--- src/glq_pkg.sv ---
// ----------------------------------------------------------------------------
// glq_pkg: shared types and constants of the glyph quad layout block
// Register indexes, character and result codes, sequencer state and the
// control and status words passed between the sequencer and the datapath.
// ----------------------------------------------------------------------------
package glq_pkg;

    localparam int CFG_INDEX_BITS = 3;
    localparam int CFG_DATA_BITS  = 16;
    localparam int ATLAS_BITS     = 15;
    localparam int GLYPH_BITS     = 10;
    localparam int ATLAS_IN_BITS  = 17;
    localparam int TEX_OUT_BITS   = 18;
    localparam int VIDX_BITS      = 3;

    localparam longint TEX_OUT_MAX = 262143;

    localparam logic [CFG_INDEX_BITS-1:0] CFG_START_X      = 3'd0;
    localparam logic [CFG_INDEX_BITS-1:0] CFG_START_Y      = 3'd1;
    localparam logic [CFG_INDEX_BITS-1:0] CFG_LINE_HEIGHT  = 3'd2;
    localparam logic [CFG_INDEX_BITS-1:0] CFG_ASCENDER     = 3'd3;
    localparam logic [CFG_INDEX_BITS-1:0] CFG_ATLAS_WIDTH  = 3'd4;
    localparam logic [CFG_INDEX_BITS-1:0] CFG_ATLAS_HEIGHT = 3'd5;

    localparam logic [VIDX_BITS-1:0] LAST_VERTEX = 3'd5;

    typedef enum logic [1:0] {
        KIND_GLYPH   = 2'd0,
        KIND_SPACE   = 2'd1,
        KIND_NEWLINE = 2'd2,
        KIND_MARK    = 2'd3
    } char_kind_t;

    typedef enum logic {
        RES_VERTEX = 1'b0,
        RES_BOUNDS = 1'b1
    } result_kind_t;

    typedef enum logic [2:0] {
        ST_IDLE,
        ST_CALC,
        ST_DIV_U,
        ST_DIV_V,
        ST_EMIT,
        ST_BOUNDS
    } seq_state_t;

    typedef struct packed {
        logic lh_zero;
        logic is_glyph;
        logic last;
        logic out_free;
        logic div_done;
    } seq_status_t;

    typedef struct packed {
        logic                 accept;
        logic                 calc;
        logic                 div_start;
        logic                 div_sel_v;
        logic                 load_u1;
        logic                 load_v1;
        logic                 emit_load;
        logic                 bounds_load;
        logic [VIDX_BITS-1:0] vidx;
    } seq_ctrl_t;

endpackage

--- src/glq_div.sv ---
// ----------------------------------------------------------------------------
// glq_div: iterative unsigned divider
// Restoring division, one quotient bit per cycle, shared by the u and v
// texcoord offsets. The quotient is valid when done pulses.
// ----------------------------------------------------------------------------
module glq_div #(
    parameter int DW = 27
) (
    input  logic                             clk,
    input  logic                             rst_n,
    input  logic                             start,
    input  logic [DW-1:0]                    num,
    input  logic [glq_pkg::ATLAS_BITS-1:0]   den,
    output logic                             done,
    output logic [DW-1:0]                    quo
);
    import glq_pkg::*;

    localparam int CW = $clog2(DW);

    logic [ATLAS_BITS-1:0] rem_reg;
    logic [ATLAS_BITS-1:0] den_reg;
    logic [DW-1:0]         quo_reg;
    logic [CW-1:0]         cnt_reg;
    logic                  busy_reg;
    logic                  done_reg;

    logic [ATLAS_BITS:0]   trial;
    logic [ATLAS_BITS+1:0] diff;

    // The dividend shifts out of the top of quo_reg while quotient bits
    // shift in at the bottom.
    assign trial = {rem_reg, quo_reg[DW-1]};
    assign diff  = {1'b0, trial} - {2'b00, den_reg};

    always_ff @(posedge clk or negedge rst_n)
    begin
        if (!rst_n)
        begin
            busy_reg <= 1'b0;
            done_reg <= 1'b0;
            cnt_reg  <= '0;
        end
        else
        begin
            done_reg <= 1'b0;
            if (start)
            begin
                busy_reg <= 1'b1;
                cnt_reg  <= CW'(DW - 1);
            end
            else if (busy_reg)
            begin
                if (cnt_reg == '0)
                begin
                    busy_reg <= 1'b0;
                    done_reg <= 1'b1;
                end
                else
                begin
                    cnt_reg <= cnt_reg - 1'b1;
                end
            end
        end
    end

    always_ff @(posedge clk)
    begin
        if (start)
        begin
            rem_reg <= '0;
            den_reg <= den;
            quo_reg <= num;
        end
        else if (busy_reg)
        begin
            if (!diff[ATLAS_BITS+1])
            begin
                rem_reg <= diff[ATLAS_BITS-1:0];
                quo_reg <= {quo_reg[DW-2:0], 1'b1};
            end
            else
            begin
                rem_reg <= trial[ATLAS_BITS-1:0];
                quo_reg <= {quo_reg[DW-2:0], 1'b0};
            end
        end
    end

    assign done = done_reg;
    assign quo  = quo_reg;

endmodule

--- src/glq_seq.sv ---
// ----------------------------------------------------------------------------
// glq_seq: sequencer of the glyph quad layout block
// Steps one character through layout, then for a glyph (line height not zero)
// two texcoord divisions and six vertex words; the last adds the bounds word.
// ----------------------------------------------------------------------------
module glq_seq (
    input  logic                  clk,
    input  logic                  rst_n,
    input  logic                  in_valid,
    output logic                  in_ready,
    input  glq_pkg::seq_status_t  status,
    output glq_pkg::seq_ctrl_t    ctrl
);
    import glq_pkg::*;

    seq_state_t           state_reg;
    seq_state_t           state_next;
    logic [VIDX_BITS-1:0] vidx_reg;
    logic [VIDX_BITS-1:0] vidx_next;

    always_ff @(posedge clk or negedge rst_n)
    begin
        if (!rst_n)
        begin
            state_reg <= ST_IDLE;
            vidx_reg  <= '0;
        end
        else
        begin
            state_reg <= state_next;
            vidx_reg  <= vidx_next;
        end
    end

    always_comb
    begin
        state_next = state_reg;
        vidx_next  = vidx_reg;
        unique case (state_reg)
            ST_IDLE:
            begin
                if (in_valid)
                begin
                    state_next = ST_CALC;
                end
            end
            ST_CALC:
            begin
                if (!status.lh_zero && status.is_glyph)
                begin
                    state_next = ST_DIV_U;
                end
                else if (status.last)
                begin
                    state_next = ST_BOUNDS;
                end
                else
                begin
                    state_next = ST_IDLE;
                end
            end
            ST_DIV_U:
            begin
                if (status.div_done)
                begin
                    state_next = ST_DIV_V;
                end
            end
            ST_DIV_V:
            begin
                if (status.div_done)
                begin
                    state_next = ST_EMIT;
                    vidx_next  = '0;
                end
            end
            ST_EMIT:
            begin
                if (status.out_free)
                begin
                    if (vidx_reg == LAST_VERTEX)
                    begin
                        state_next = status.last ? ST_BOUNDS : ST_IDLE;
                    end
                    else
                    begin
                        vidx_next = vidx_reg + 1'b1;
                    end
                end
            end
            ST_BOUNDS:
            begin
                if (status.out_free)
                begin
                    state_next = ST_IDLE;
                end
            end
            default:
            begin
                state_next = ST_IDLE;
            end
        endcase
    end

    always_comb
    begin
        in_ready         = (state_reg == ST_IDLE);
        ctrl.accept      = (state_reg == ST_IDLE) && in_valid;
        ctrl.calc        = (state_reg == ST_CALC);
        ctrl.div_start   = ((state_reg == ST_CALC) && !status.lh_zero && status.is_glyph)
                           || ((state_reg == ST_DIV_U) && status.div_done);
        ctrl.div_sel_v   = (state_reg == ST_DIV_U);
        ctrl.load_u1     = (state_reg == ST_DIV_U) && status.div_done;
        ctrl.load_v1     = (state_reg == ST_DIV_V) && status.div_done;
        ctrl.emit_load   = (state_reg == ST_EMIT) && status.out_free;
        ctrl.bounds_load = (state_reg == ST_BOUNDS) && status.out_free;
        ctrl.vidx        = vidx_reg;
    end

endmodule

--- src/glyph_quad_layout_top.sv ---
// ----------------------------------------------------------------------------
// glyph_quad_layout_top: text glyph quad layout
// The one-bit-per-cycle divider is run once for u and once for v for a
// glyph; one character is worked on at a time.
// Reset clears the sequencer, the string state and the output valid flag,
// and loads the registers with their defaults (atlas size 1024 by 1024).
// ----------------------------------------------------------------------------
module glyph_quad_layout_top #(
    parameter int COORD_BITS    = 16,
    parameter int TEX_FRAC_BITS = 16
) (
    input  logic                                 clk,
    input  logic                                 rst_n,
    input  logic                                 cfg_we,
    input  logic [glq_pkg::CFG_INDEX_BITS-1:0]   cfg_index,
    input  logic [glq_pkg::CFG_DATA_BITS-1:0]    cfg_data,
    input  logic                                 in_valid,
    output logic                                 in_ready,
    input  logic [1:0]                           char_kind,
    input  logic signed [10:0]                   bearing_x,
    input  logic signed [10:0]                   bearing_y,
    input  logic [9:0]                           glyph_w,
    input  logic [9:0]                           glyph_h,
    input  logic [16:0]                          atlas_u,
    input  logic [16:0]                          atlas_v,
    input  logic signed [10:0]                   advance_x,
    input  logic signed [10:0]                   advance_y,
    input  logic                                 last_char,
    output logic                                 out_valid,
    input  logic                                 out_ready,
    output logic                                 result_kind,
    output logic signed [15:0]                   pos_x,
    output logic signed [15:0]                   pos_y,
    output logic [17:0]                          tex_u,
    output logic [17:0]                          tex_v,
    output logic [15:0]                          box_width,
    output logic [15:0]                          box_height,
    output logic                                 last_result
);
    import glq_pkg::*;

    localparam int SW = ((COORD_BITS > 17) ? COORD_BITS : 17) + 3;
    localparam int DW = TEX_FRAC_BITS + 11;
    localparam int CB = COORD_BITS;

    localparam longint C_MAX_L   = (longint'(1) <<< (CB - 1)) - 1;
    localparam longint TEX_TOP_L = longint'(1) <<< (TEX_FRAC_BITS + 1);
    localparam longint TEX_LIM_L = (TEX_TOP_L > TEX_OUT_MAX) ? TEX_OUT_MAX : TEX_TOP_L;

    localparam logic signed [SW-1:0] C_MAX    = SW'(C_MAX_L);
    localparam logic signed [SW-1:0] C_MIN    = SW'(-C_MAX_L - 1);
    localparam logic signed [SW-1:0] P16_MAX  = SW'(32767);
    localparam logic signed [SW-1:0] P16_MIN  = SW'(-32768);
    localparam logic signed [SW-1:0] SPAN_MAX = SW'(65535);
    localparam logic [DW:0]          TEX_LIM  = (DW + 1)'(TEX_LIM_L);

    function automatic logic signed [CB-1:0] sat_c(input logic signed [SW-1:0] v);
        logic signed [SW-1:0] r;
        if (v > C_MAX)
            r = C_MAX;
        else if (v < C_MIN)
            r = C_MIN;
        else
            r = v;
        return r[CB-1:0];
    endfunction

    function automatic logic signed [15:0] sat16(input logic signed [CB-1:0] v);
        logic signed [SW-1:0] e;
        logic signed [SW-1:0] r;
        e = SW'(v);
        if (e > P16_MAX)
            r = P16_MAX;
        else if (e < P16_MIN)
            r = P16_MIN;
        else
            r = e;
        return r[15:0];
    endfunction

    function automatic logic [15:0] span16(input logic signed [CB-1:0] hi,
                                           input logic signed [CB-1:0] lo);
        logic signed [SW-1:0] d;
        logic signed [SW-1:0] r;
        d = SW'(hi) - SW'(lo);
        if (d < 0)
            r = '0;
        else if (d > SPAN_MAX)
            r = SPAN_MAX;
        else
            r = d;
        return r[15:0];
    endfunction

    function automatic logic [TEX_OUT_BITS-1:0] tex_sum(input logic [ATLAS_IN_BITS-1:0] a,
                                                        input logic [DW-1:0] q);
        logic [DW:0] s;
        s = (DW + 1)'(a) + (DW + 1)'(q);
        if (s > TEX_LIM)
            s = TEX_LIM;
        return s[TEX_OUT_BITS-1:0];
    endfunction

    // Configuration registers
    logic signed [15:0]    start_x_reg;
    logic signed [15:0]    start_y_reg;
    logic [15:0]           line_height_reg;
    logic signed [12:0]    ascender_reg;
    logic [ATLAS_BITS-1:0] atlas_w_reg;
    logic [ATLAS_BITS-1:0] atlas_h_reg;

    // Latched input word
    char_kind_t               kind_reg;
    logic signed [10:0]       bx_reg;
    logic signed [10:0]       by_reg;
    logic [GLYPH_BITS-1:0]    gw_reg;
    logic [GLYPH_BITS-1:0]    gh_reg;
    logic [ATLAS_IN_BITS-1:0] au_reg;
    logic [ATLAS_IN_BITS-1:0] av_reg;
    logic signed [10:0]       ax_reg;
    logic signed [10:0]       ay_reg;
    logic                     last_reg;

    // String state
    logic signed [CB-1:0] pen_x_reg, pen_x_next;
    logic signed [CB-1:0] pen_y_reg, pen_y_next;
    logic signed [CB-1:0] box_min_x_reg, box_min_x_next;
    logic signed [CB-1:0] box_max_x_reg, box_max_x_next;
    logic signed [CB-1:0] box_min_y_reg, box_min_y_next;
    logic signed [CB-1:0] box_max_y_reg, box_max_y_next;
    logic                 seen_first_reg, seen_first_next;

    // Quad corners and texcoords of the current glyph
    logic signed [CB-1:0]    quad_l_reg;
    logic signed [CB-1:0]    quad_r_reg;
    logic signed [CB-1:0]    quad_t_reg;
    logic signed [CB-1:0]    quad_b_reg;
    logic [TEX_OUT_BITS-1:0] u1_reg;
    logic [TEX_OUT_BITS-1:0] v1_reg;
    logic                    zero_bounds_reg;

    // Output word
    logic                    out_valid_reg;
    result_kind_t            out_kind_reg;
    logic signed [15:0]      out_x_reg;
    logic signed [15:0]      out_y_reg;
    logic [TEX_OUT_BITS-1:0] out_u_reg;
    logic [TEX_OUT_BITS-1:0] out_v_reg;
    logic [15:0]             out_w_reg;
    logic [15:0]             out_h_reg;
    logic                    out_last_reg;

    seq_status_t status;
    seq_ctrl_t   ctrl;

    logic                  lh_zero;
    logic [ATLAS_BITS-1:0] aw_eff;
    logic [ATLAS_BITS-1:0] ah_eff;
    logic [ATLAS_BITS-1:0] div_den;
    logic [GLYPH_BITS-1:0] div_size;
    logic [DW-1:0]         div_num;
    logic [DW-1:0]         div_quo;
    logic                  div_done;

    logic signed [CB-1:0] sx_sat, sy_sat, ep_x, ep_y;
    logic signed [SW-1:0] ep_x_w, ep_y_w, bx_w, by_w, gw_w, gh_w, ax_w, ay_w;
    logic signed [SW-1:0] asc_w, lh_w;
    logic signed [CB-1:0] lx, rx, ty, byy, reach, px_adv, py_adv, py_nl;
    logic signed [CB-1:0] base_min_x, base_max_x, base_min_y, base_max_y;

    logic signed [CB-1:0]    vert_x, vert_y;
    logic [TEX_OUT_BITS-1:0] vert_u, vert_v;

    assign lh_zero = (line_height_reg == '0);

    always_ff @(posedge clk or negedge rst_n)
    begin
        if (!rst_n)
        begin
            start_x_reg     <= '0;
            start_y_reg     <= '0;
            line_height_reg <= '0;
            ascender_reg    <= '0;
            atlas_w_reg     <= ATLAS_BITS'(1024);
            atlas_h_reg     <= ATLAS_BITS'(1024);
        end
        else if (cfg_we)
        begin
            unique case (cfg_index)
                CFG_START_X:      start_x_reg     <= cfg_data;
                CFG_START_Y:      start_y_reg     <= cfg_data;
                CFG_LINE_HEIGHT:  line_height_reg <= cfg_data;
                CFG_ASCENDER:     ascender_reg    <= cfg_data[12:0];
                CFG_ATLAS_WIDTH:  atlas_w_reg     <= cfg_data[ATLAS_BITS-1:0];
                CFG_ATLAS_HEIGHT: atlas_h_reg     <= cfg_data[ATLAS_BITS-1:0];
                default:          ;
            endcase
        end
    end

    always_ff @(posedge clk)
    begin
        if (ctrl.accept)
        begin
            kind_reg <= char_kind_t'(char_kind);
            bx_reg   <= bearing_x;
            by_reg   <= bearing_y;
            gw_reg   <= glyph_w;
            gh_reg   <= glyph_h;
            au_reg   <= atlas_u;
            av_reg   <= atlas_v;
            ax_reg   <= advance_x;
            ay_reg   <= advance_y;
            last_reg <= last_char;
        end
    end

    // Layout arithmetic. The first character of a string works from the start
    // position and seeds the box with its own quad, whatever its kind.
    assign sx_sat = sat_c(SW'(start_x_reg));
    assign sy_sat = sat_c(SW'(start_y_reg));
    assign ep_x   = seen_first_reg ? pen_x_reg : sx_sat;
    assign ep_y   = seen_first_reg ? pen_y_reg : sy_sat;

    assign ep_x_w = SW'(ep_x);
    assign ep_y_w = SW'(ep_y);
    assign bx_w   = SW'(bx_reg);
    assign by_w   = SW'(by_reg);
    assign gw_w   = SW'({1'b0, gw_reg});
    assign gh_w   = SW'({1'b0, gh_reg});
    assign ax_w   = SW'(ax_reg);
    assign ay_w   = SW'(ay_reg);
    assign asc_w  = SW'(ascender_reg);
    assign lh_w   = SW'({1'b0, line_height_reg});

    assign lx     = sat_c(ep_x_w + bx_w);
    assign rx     = sat_c(ep_x_w + bx_w + gw_w);
    assign ty     = sat_c(ep_y_w + asc_w - by_w);
    assign byy    = sat_c(ep_y_w + asc_w + gh_w - by_w);
    assign reach  = sat_c(ep_x_w + bx_w + ax_w);
    assign px_adv = sat_c(ep_x_w + ax_w);
    assign py_adv = sat_c(ep_y_w + ay_w);
    assign py_nl  = sat_c(ep_y_w + lh_w);

    assign base_min_x = seen_first_reg ? box_min_x_reg : lx;
    assign base_max_x = seen_first_reg ? box_max_x_reg : rx;
    assign base_min_y = seen_first_reg ? box_min_y_reg : ty;
    assign base_max_y = seen_first_reg ? box_max_y_reg : byy;

    always_comb
    begin
        pen_x_next     = ep_x;
        pen_y_next     = ep_y;
        box_min_x_next = base_min_x;
        box_max_x_next = base_max_x;
        box_min_y_next = base_min_y;
        box_max_y_next = base_max_y;
        unique case (kind_reg)
            KIND_GLYPH:
            begin
                box_min_x_next = (lx < base_min_x) ? lx : base_min_x;
                box_max_x_next = (rx > base_max_x) ? rx : base_max_x;
                box_min_y_next = (ty < base_min_y) ? ty : base_min_y;
                box_max_y_next = (byy > base_max_y) ? byy : base_max_y;
                pen_x_next     = px_adv;
                pen_y_next     = py_adv;
            end
            KIND_SPACE:
            begin
                box_max_x_next = (reach > base_max_x) ? reach : base_max_x;
                pen_x_next     = px_adv;
            end
            KIND_NEWLINE:
            begin
                pen_x_next = sx_sat;
                pen_y_next = py_nl;
            end
            KIND_MARK:
            begin
                pen_x_next = ep_x;
            end
            default:
            begin
                pen_x_next = ep_x;
            end
        endcase

        if (lh_zero)
            seen_first_next = seen_first_reg && !last_reg;
        else
            seen_first_next = !last_reg;
    end

    always_ff @(posedge clk or negedge rst_n)
    begin
        if (!rst_n)
        begin
            pen_x_reg      <= '0;
            pen_y_reg      <= '0;
            box_min_x_reg  <= '0;
            box_max_x_reg  <= '0;
            box_min_y_reg  <= '0;
            box_max_y_reg  <= '0;
            seen_first_reg <= 1'b0;
        end
        else if (ctrl.calc)
        begin
            seen_first_reg <= seen_first_next;
            if (!lh_zero)
            begin
                pen_x_reg     <= pen_x_next;
                pen_y_reg     <= pen_y_next;
                box_min_x_reg <= box_min_x_next;
                box_max_x_reg <= box_max_x_next;
                box_min_y_reg <= box_min_y_next;
                box_max_y_reg <= box_max_y_next;
            end
        end
    end

    always_ff @(posedge clk)
    begin
        if (ctrl.calc)
        begin
            quad_l_reg      <= lx;
            quad_r_reg      <= rx;
            quad_t_reg      <= ty;
            quad_b_reg      <= byy;
            zero_bounds_reg <= lh_zero;
        end
        if (ctrl.load_u1)
            u1_reg <= tex_sum(au_reg, div_quo);
        if (ctrl.load_v1)
            v1_reg <= tex_sum(av_reg, div_quo);
    end

    // Texcoord offset: size * 2^TEX_FRAC_BITS / atlas, rounded half up.
    // An atlas size of zero counts as one.
    assign aw_eff   = (atlas_w_reg == '0) ? ATLAS_BITS'(1) : atlas_w_reg;
    assign ah_eff   = (atlas_h_reg == '0) ? ATLAS_BITS'(1) : atlas_h_reg;
    assign div_den  = ctrl.div_sel_v ? ah_eff : aw_eff;
    assign div_size = ctrl.div_sel_v ? gh_reg : gw_reg;
    assign div_num  = DW'({div_size, {TEX_FRAC_BITS{1'b0}}})
                      + DW'(div_den[ATLAS_BITS-1:1]);

    glq_div #(
        .DW (DW)
    ) u_div (
        .clk   (clk),
        .rst_n (rst_n),
        .start (ctrl.div_start),
        .num   (div_num),
        .den   (div_den),
        .done  (div_done),
        .quo   (div_quo)
    );

    assign status.lh_zero  = lh_zero;
    assign status.is_glyph = (kind_reg == KIND_GLYPH);
    assign status.last     = last_reg;
    assign status.out_free = !out_valid_reg || out_ready;
    assign status.div_done = div_done;

    glq_seq u_seq (
        .clk      (clk),
        .rst_n    (rst_n),
        .in_valid (in_valid),
        .in_ready (in_ready),
        .status   (status),
        .ctrl     (ctrl)
    );

    // Corner order: bottom-left, bottom-right, top-right, top-right,
    // top-left, bottom-left.
    always_comb
    begin
        unique case (ctrl.vidx)
            3'd0:
            begin
                vert_x = quad_l_reg; vert_y = quad_b_reg;
                vert_u = TEX_OUT_BITS'(au_reg); vert_v = v1_reg;
            end
            3'd1:
            begin
                vert_x = quad_r_reg; vert_y = quad_b_reg;
                vert_u = u1_reg; vert_v = v1_reg;
            end
            3'd2, 3'd3:
            begin
                vert_x = quad_r_reg; vert_y = quad_t_reg;
                vert_u = u1_reg; vert_v = TEX_OUT_BITS'(av_reg);
            end
            3'd4:
            begin
                vert_x = quad_l_reg; vert_y = quad_t_reg;
                vert_u = TEX_OUT_BITS'(au_reg); vert_v = TEX_OUT_BITS'(av_reg);
            end
            default:
            begin
                vert_x = quad_l_reg; vert_y = quad_b_reg;
                vert_u = TEX_OUT_BITS'(au_reg); vert_v = v1_reg;
            end
        endcase
    end

    always_ff @(posedge clk or negedge rst_n)
    begin
        if (!rst_n)
            out_valid_reg <= 1'b0;
        else if (ctrl.emit_load || ctrl.bounds_load)
            out_valid_reg <= 1'b1;
        else if (out_ready)
            out_valid_reg <= 1'b0;
    end

    always_ff @(posedge clk)
    begin
        if (ctrl.emit_load)
        begin
            out_kind_reg <= RES_VERTEX;
            out_x_reg    <= sat16(vert_x);
            out_y_reg    <= sat16(vert_y);
            out_u_reg    <= vert_u;
            out_v_reg    <= vert_v;
            out_w_reg    <= '0;
            out_h_reg    <= '0;
            out_last_reg <= (ctrl.vidx == LAST_VERTEX) && !last_reg;
        end
        else if (ctrl.bounds_load)
        begin
            out_kind_reg <= RES_BOUNDS;
            out_u_reg    <= '0;
            out_v_reg    <= '0;
            out_last_reg <= 1'b1;
            if (zero_bounds_reg)
            begin
                out_x_reg <= '0;
                out_y_reg <= '0;
                out_w_reg <= '0;
                out_h_reg <= '0;
            end
            else
            begin
                out_x_reg <= sat16(box_min_x_reg);
                out_y_reg <= sat16(box_min_y_reg);
                out_w_reg <= span16(box_max_x_reg, box_min_x_reg);
                out_h_reg <= span16(box_max_y_reg, box_min_y_reg);
            end
        end
    end

    assign out_valid   = out_valid_reg;
    assign result_kind = out_kind_reg;
    assign pos_x       = out_x_reg;
    assign pos_y       = out_y_reg;
    assign tex_u       = out_u_reg;
    assign tex_v       = out_v_reg;
    assign box_width   = out_w_reg;
    assign box_height  = out_h_reg;
    assign last_result = out_last_reg;

endmodule
--- config.mk ---
export PLATFORM = sky130hd
export DESIGN_NAME = glyph_quad_layout_top
export DESIGN_NICKNAME = d
export VERILOG_FILES = /design/src/glq_pkg.sv /design/src/glq_div.sv /design/src/glq_seq.sv /design/src/glyph_quad_layout_top.sv
export SDC_FILE = /design/constraint.sdc
export NUM_CORES = 2
export LEC_CHECK = 0
export BUFFER_PORTS_ARGS = -buffer_cell sky130_fd_sc_hd__buf_2
export CAP_MARGIN = 20
export CELL_PAD_IN_SITES_DETAIL_PLACEMENT = 0
export CELL_PAD_IN_SITES_GLOBAL_PLACEMENT = 1
export CORE_MARGIN = 2
export CORE_UTILIZATION = 49
export CTS_CLUSTER_DIAMETER = 50
export DETAILED_ROUTE_END_ITERATION = 10
export HOLD_SLACK_MARGIN = 0.08
export PLACE_DENSITY = 0.9
export SYNTH_ARGS = -nofsm -noshare
export SYNTH_HDL_FRONTEND = slang
export SYNTH_SLANG_ARGS = --single-unit
--- constraint.sdc ---
create_clock -name clk -period 10.8 [get_ports clk]
set_input_delay 2.16 -clock clk [delete_from_list [all_inputs] [get_ports clk]]
set_output_delay 2.16 -clock clk [all_outputs]
set_load 0.01 [all_outputs]
After elaboration in Yosys (flattened, before gate mapping) --
Cells that the tools add are included.
Storage, ports and cells: flip-flop bits (word level) 563, input port bits 125, output and inout port bits 104, logic and storage cells 270
Operators by class: $add $sub $neg 18, order comparisons 39, equality and inequality tests 26, muxes and demuxes 99, bitwise operators 1, reduce and logical (&&, ||, !) cells 40
Operators with widths (count):
- two-way mux 16 bit | 56
- > comparator 16 bit (second input constant) | 6
- < comparator 16 bit (second input constant) | 6
- two-way mux 18 bit | 5
- > comparator 18 x 16 -> 1 bit (second input constant) | 4
- < comparator 18 x 16 -> 1 bit (second input constant) | 4
- case mux 16 bit (2 select lines) | 2
- two-way mux 15 bit | 4
- adder 17 x 27 -> 28 bit | 2
- > comparator 28 x 18 -> 1 bit (second input constant) | 2
- adder 17 x 11 -> 18 bit | 3
- two-way mux 27 bit | 2
- adder 16 x 11 -> 17 bit | 3
- > comparator 17 x 16 -> 1 bit (second input constant) | 3
- < comparator 17 x 16 -> 1 bit (second input constant) | 3
- > comparator 16 bit | 3
- case mux 16 bit (3 select lines) | 1
- > comparator 17 bit (second input constant) | 2
- < comparator 17 x 1 -> 1 bit (second input constant) | 2
- subtractor 16 x 16 -> 17 bit | 2
- two-way mux 3 bit | 11
- < comparator 16 bit | 2
- logical NOT 15 bit | 2
- adder 26 x 14 -> 27 bit | 1
- other kinds (35) | 92

Logic depth before layout (Yosys ltp) --
word-level depth 14, gate-level depth with buffers 41, gate-level depth less buffers 36

Cells and area by module --
Synthesis repeated with hierarchy kept, for this count alone.
Unflattened totals: cells, all modules 3744, area, all modules 37642.4 µm²
By module, submodules not included:
- glyph_quad_layout_top | times used 1, cells each 3387, area an instance 33679.8 µm², sequential area each 13530.5 µm²
- glq_div | times used 1, cells each 300, area an instance 3468.3 µm², sequential area each 1736.7 µm²
- glq_seq | times used 1, cells each 57, area an instance 494.2 µm², sequential area each 150.1 µm²

Worst setup path after synthesis --
Ideal clock, no wire load.
path kind reg-to-reg, from register seen_first_reg, to register box_max_y_reg[11], setup time 0.137 ns, data arrival time 8.703 ns, data required time 10.663 ns, slack 1.960 ns, cell stages (with the launch flop) 40, buffers on the path 6, period minus slack after synthesis 8.840 ns, path through dfrtp_1 > clkbuf_1 > buf_1 > buf_1 > mux2i_1 > inv_1 > fa_1 > a21o_1 > a21oi_1 > o21bai_1 > a21oi_1 > o21bai_1 > a21oi_1 > o21ba_2 > o21ai_0 > a31oi_1 > xnor2_1 > ha_1 > (+4 left out) > o41a_1 > inv_1 > o41a_1 > clkbuf_1 > clkbuf_1 > a21oi_1 > ha_1 > nor2b_1 > o21a_1 > o21a_1 > o21a_1 > o21a_1 > o21ai_0 > a21oi_1 > o211ai_1 > clkbuf_1 > mux2i_1 > o21ai_0
On the way: word-level cells in the longest chain between the ends 11, elaborated cells between the ends (all ways) 12, classes of those cells add/sub: 3; order compare: 3; mux: 6
RTL lines:
- from (decl) | line glyph_quad_layout_top.sv:131 | logic seen_first_reg, seen_first_next;
- from (signal assigned) | line glyph_quad_layout_top.sv:308 | seen_first_reg <= seen_first_next;
- two-way mux 16 bit (*) | line glyph_quad_layout_top.sv:223 | assign ep_y = seen_first_reg ? pen_y_reg : sy_sat;
- adder 16 x 13 -> 17 bit (*) | line glyph_quad_layout_top.sv:239 | assign byy = sat_c(ep_y_w + asc_w + gh_w - by_w);
- adder 17 x 11 -> 18 bit (*) | line glyph_quad_layout_top.sv:239
- subtractor 18 x 11 -> 19 bit (*) | line glyph_quad_layout_top.sv:239
- < comparator 19 x 16 -> 1 bit | line glyph_quad_layout_top.sv:61 | else if (v < C_MIN)
- two-way mux 16 bit | line glyph_quad_layout_top.sv:61
- two-way mux 16 bit (*) | line glyph_quad_layout_top.sv:59 | if (v > C_MAX)
- named net byy[15] | line glyph_quad_layout_top.sv:168 | logic signed [CB-1:0] lx, rx, ty, byy, reach, px_adv, py_adv, py_nl;
- two-way mux 16 bit | line glyph_quad_layout_top.sv:248 | assign base_max_y = seen_first_reg ? box_max_y_reg : byy;
- > comparator 16 bit (*) | line glyph_quad_layout_top.sv:264 | box_max_y_next = (byy > base_max_y) ? byy : base_max_y;
- two-way mux 16 bit (*) | line glyph_quad_layout_top.sv:264
- two-way mux 16 bit (*) | line glyph_quad_layout_top.sv:258 | unique case (kind_reg)
- to (signal assigned) | line glyph_quad_layout_top.sv:316 | box_max_y_reg <= box_max_y_next;
- to (decl) | line glyph_quad_layout_top.sv:130 | logic signed [CB-1:0] box_max_y_reg, box_max_y_next;
The timed path passes the listed nets; every way through them passes the cells marked *. A chain may end at the register's enable or synchronous reset.

Final worst setup path --
from register seen_first_reg, to register box_min_y_reg[13]
On the way: word-level cells in the longest chain between the ends 10, elaborated cells between the ends (all ways) 11, classes of those cells add/sub: 2; order compare: 3; mux: 6
RTL lines:
- two-way mux 16 bit (*) | line glyph_quad_layout_top.sv:223
- adder 16 x 13 -> 17 bit (*) | line glyph_quad_layout_top.sv:238 | assign ty = sat_c(ep_y_w + asc_w - by_w);
- subtractor 17 x 11 -> 18 bit (*) | line glyph_quad_layout_top.sv:238
- < comparator 18 x 16 -> 1 bit | line glyph_quad_layout_top.sv:61
- two-way mux 16 bit | line glyph_quad_layout_top.sv:61
- two-way mux 16 bit (*) | line glyph_quad_layout_top.sv:59
- named net ty[9] | line glyph_quad_layout_top.sv:168
- two-way mux 16 bit | line glyph_quad_layout_top.sv:247 | assign base_min_y = seen_first_reg ? box_min_y_reg : ty;
- < comparator 16 bit (*) | line glyph_quad_layout_top.sv:263 | box_min_y_next = (ty < base_min_y) ? ty : base_min_y;
- two-way mux 16 bit (*) | line glyph_quad_layout_top.sv:263
- two-way mux 16 bit (*) | line glyph_quad_layout_top.sv:258
- to (signal assigned) | line glyph_quad_layout_top.sv:315 | box_min_y_reg <= box_min_y_next;
- to (decl) | line glyph_quad_layout_top.sv:129 | logic signed [CB-1:0] box_min_y_reg, box_min_y_next;
Marks and branches as above.

==> load_flow_metrics.sql <==
INSERT INTO impl_metrics (metric_group, metric, value, unit) VALUES
('outcome', 'run_status', 'finished clean', ''),
('clocking', 'clock_insertion_delay_worst_skew', '0.65', 'ns'),
('synth', 'synth_simple_gate_area_share', '13.40', '%'),
('setup_path', 'critical_path_peak_fanout', '24', ''),
('synth', 'multiplexer_share_of_the_synthesized_area', '8.361', '%'),
('clocking', 'cts_resized', '0', ''),
('sta', 'max_slew_margin', '23.10', '%'),
('grt', 'first_global_vias', '28490', ''),
('final_layout', 'num_antenna_cells', '0', ''),
('grt', 'grt_usage', '27.20', '%'),
('final_layout', 'final_net_count', '4363', ''),
('route', 'drt.antenna.violating_nets', '0', ''),
('synth', 'largest_family_of_logic_cells_by_synthesized_area', 'compound AO/OA/AOI/OAI gates', ''),
('route', 'dr.first_iter.drc_count', '2969', ''),
('setup_path', 'kind_of_end_point_of_the_critical_path', 'flop', ''),
('synth', 'compound_cell_area_share_of_the_yosys_netlist', '17.50', '%'),
('grt', 'grt_first_pass_wirelength', '166100', 'um'),
('synth', 'postSynth.topFlopCell', 'edfxtp_1', ''),
('route', 'route.final.wire_length', '108000', 'um'),
('synth', 'syn_inst', '3689', ''),
('clocking', 'cts_setup_buffers', '0', ''),
('clocking', 'cts.reportedPaths.clkPinSlew', '0.06', 'ns'),
('clocking', 'maximum_root_to_sink_buffer_count', '3', ''),
('setup_path', 'crit_required', '11.29', 'ns'),
('placed_design', 'place.detailed.hpwl', '81100', 'um'),
('final_layout', 'area.sequential', '0.01542', 'mm^2'),
('sta', 'fin_worst_skew', '0.03868', 'ns'),
('sta', 'rsz0062_at_grt', 'no', ''),
('setup_path', 'launching_element_type_of_the_critical_path', 'flop', ''),
('clocking', 'cts.sink_count', '563', ''),
('floorplanning', 'design.portCount', '229', ''),
('synth', 'synth_edf_count', '313', ''),
('placed_design', 'post-place-ws', '1.484', 'ns'),
('grt', 'grt_max_degree', '77', ''),
('sta', 'setup_slack', '1.273', 'ns'),
('route', 'avgRoutedWirePerCell', '21.84', 'um'),
('setup_path', 'cpPeakStageDelay', '0.80', 'ns'),
('sta', 'final-setup-viol-count', '0', ''),
('sta', 'totalNegativeSetupSlack', '0', 'ns'),
('synth', 'synthesis.area', '0.03732', 'mm^2'),
('clocking', 'clk_root_buffer_cell', 'clkbuf_16', ''),
('placed_design', 'buffer_ports.inserted', '228', ''),
('flow_run', 'max_capacitance_violation_total', '0', ''),
('floorplanning', 'die_area', '0.07839', 'mm^2'),
('sta', 'max_clock_freq', '105.0', 'MHz'),
('synth', 'synth_xor_xnor_area_share', '3.684', '%'),
('floorplanning', 'floorplan.initialDensity', '49.31', '%'),
('setup_path', 'critPathArrivalTime', '10.02', 'ns'),
('sta', 'worst_slew_pin_slew', '1.154', 'ns'),
('final_layout', 'proportion_of_layout_cells_with_a_drive_suffix_above_1', '16.26', '%'),
('route', 'detail_route.first_pass.iterations', '6', ''),
('final_layout', 'synthToLayoutAreaGrowth', '13.28', '%'),
('final_layout', 'multi_input_area', '0.02069', 'mm^2'),
('synth', 'yosysWarnings', '0', ''),
('grt', 'grt_antenna_before_repair', '2', ''),
('final_layout', 'number_of_flip_flops_under_the_largest_register_name', '27', ''),
('floorplanning', 'floorplan.core_area', '0.07570', 'mm^2'),
('clocking', 'cts_inserted_buffers', '79', ''),
('route', 'drcViolationCount', '0', ''),
('setup_path', 'worstSetupPathType', 'reg -> reg', ''),
('synth', 'syn_avg_cell_area', '10.12', 'um^2'),
('grt', 'grt_overflow_total', '0', ''),
('synth', 'synth.yosys.seq_area_share', '41.31', '%'),
('synth', 'synthDistinctLibCells', '98', ''),
('route', 'route.vias.total', '29960', ''),
('synth', 'asyncSetResetFlopFracSynth', '35.88', '%'),
('sta', 'final_period_utilization', '88.21', '%'),
('floorplanning', 'chipHeight', '280.0', 'um'),
('sta', 'final_hold_viol_count', '0', ''),
('synth', 'synthAdderAreaFrac', '12.24', '%'),
('final_layout', 'fillers', '6549', ''),
('hold_path', 'worst_hold_path_type', 'reg -> reg', ''),
('placed_design', 'finalWeightedCongestion', '0.9482', ''),
('setup_path', 'critPathSlowestCell', 'dfrtp_2', ''),
('synth', 'postSynthRegisterBits', '563', ''),
('clocking', 'h-tree-depth', '3', ''),
('floorplanning', 'die_w', '280.0', 'um'),
('synth', 'syn-num-nets', '4152', ''),
('floorplanning', 'placementRows', '101', ''),
('sta', 'min_period', '9.527', 'ns'),
('route', 'post_drt_via_cell_ratio', '6.058', ''),
('clocking', 'cts_tree', 'done', ''),
('clocking', 'hold_buffers', '0', ''),
('sta', 'slew_viol_final', '0', '');
worst paths after layout:
kind / startpoint / endpoint / cells after the start / slack [ns]
max: seen_first_reg$_DFFE_PN0N_ / box_min_y_reg[13]$_DFFE_PN0P_ / 33 / 1.27
min: result_kind$_SDFFE_PP0P_ / result_kind$_SDFFE_PP0P_ / 2 / 0.47
max reg2reg: seen_first_reg$_DFFE_PN0N_ / box_min_y_reg[13]$_DFFE_PN0P_ / 33 / 1.27
min reg2reg: result_kind$_SDFFE_PP0P_ / result_kind$_SDFFE_PP0P_ / 2 / 0.47
max in group asynchronous: rst_n / atlas_w_reg[11]$_DFFE_PN0P_ / 2 / 7.73
min in group asynchronous: rst_n / box_max_x_reg[2]$_DFFE_PN0P_ / 1 / 1.53
cell usage in the layout (no fill, tap or decap), drive strengths merged, types with 19 or more instances in the layout:
| master | instances |
|---|---|
| edfxtp | 313 |
| ha | 309 |
| nor2 | 294 |
| buf | 273 |
| nand2 | 252 |
| a21oi | 232 |
| inv | 219 |
| o21ai | 218 |
| dfrtp | 200 |
| mux2 | 171 |
| mux2i | 116 |
| xnor2 | 98 |
| clkbuf | 95 |
| a21o | 78 |
| nor3 | 76 |
| or3 | 69 |
| xor2 | 59 |
| o21a | 53 |
| nand3 | 50 |
| dfxtp | 48 |
| nor4 | 43 |
| a22o | 41 |
| nor2b | 41 |
| nand2b | 34 |
| a211oi | 31 |
| a31oi | 30 |
| fa | 29 |
| o21bai | 28 |
| clkinv | 27 |
| o211ai | 25 |
| and2 | 24 |
| or2 | 22 |
| nand4 | 22 |
| o31ai | 20 |
| o311ai | 19 |
routing by layer:
layer	up-vias	global-route usage (%)	wire, um
met4	2	9.804	3882
met2	1074	43.13	48990
met3	211	3.889	7183
met5	-	0	13
met1	14470	37.96	47910
li1	14200	-	-
Yosys cell counts, types with 48 or more instances:
| cell | instances | area share (%) |
|---|---|---|
| a21o_1 | 78 | 1.6 |
| clkbuf_1 | 128 | 1.3 |
| or3_1 | 68 | 1.1 |
| o21ai_0 | 212 | 2.8 |
| nor3_1 | 75 | 1.0 |
| dfrtp_1 | 200 | 13 |
| ha_1 | 309 | 10 |
| dfxtp_1 | 48 | 2.6 |
| edfxtp_1 | 313 | 25 |
| a21oi_1 | 232 | 3.1 |
| mux2i_1 | 116 | 3.1 |
| o21a_1 | 53 | 1.1 |
| nand3_1 | 50 | 0.67 |
| nand2_1 | 252 | 2.5 |
| mux2_2 | 162 | 4.9 |
| xor2_1 | 59 | 1.4 |
| inv_1 | 195 | 2.0 |
| xnor2_1 | 98 | 2.3 |
| nor2_1 | 294 | 3.0 |
cells by family after synthesis:
logic type,Yosys count
xor gates and xnor gates,157
and+or+nand+nor,1014
adders and majority gates,350
buffers and inverters,344
DFF,563
AOI/OAI and AO/OA,974
muxes,287
layout make-up:
class,count,area share [%]
Clock buffer,94,4.927
Timing Repair Buffer,274,3.545
Clock inverter,54,1.453
Tap cell,978,2.894
Sequential cell,563,36.47
Multi-Input combinational cell,2782,48.94
Inverter,200,1.776
critical path, delay by kind of cell, from the launching register on:
family	cells	cell delay, ns
compound gates	20	4.78
xor+xnor	1	0.15
fa+ha+maj	5	1.73
buf+inv	2	0.29
flops	1	0.80
mux	3	1.15
simple gates	2	0.47
through the flow:
step / cells / cell area [um^2] / hold slack [ns] / util (%)
2_1_floorplan: 3689 / 37320 / 0.4496 / -
3_3_place_gp: 4796 / 39570 / 0.4553 / 52.28
3_5_place_dp: 4796 / 39570 / 0.4613 / 52.28
4_1_cts: 4944 / 42270 / 0.4743 / 55.84
5_1_grt: 4945 / 42280 / 0.4841 / 55.86
6_report: 4945 / 42280 / 0.4713 / 55.86
Power is not shown: default switching activity piles up to over one toggle a cycle in this logic, so the estimate is an artifact.
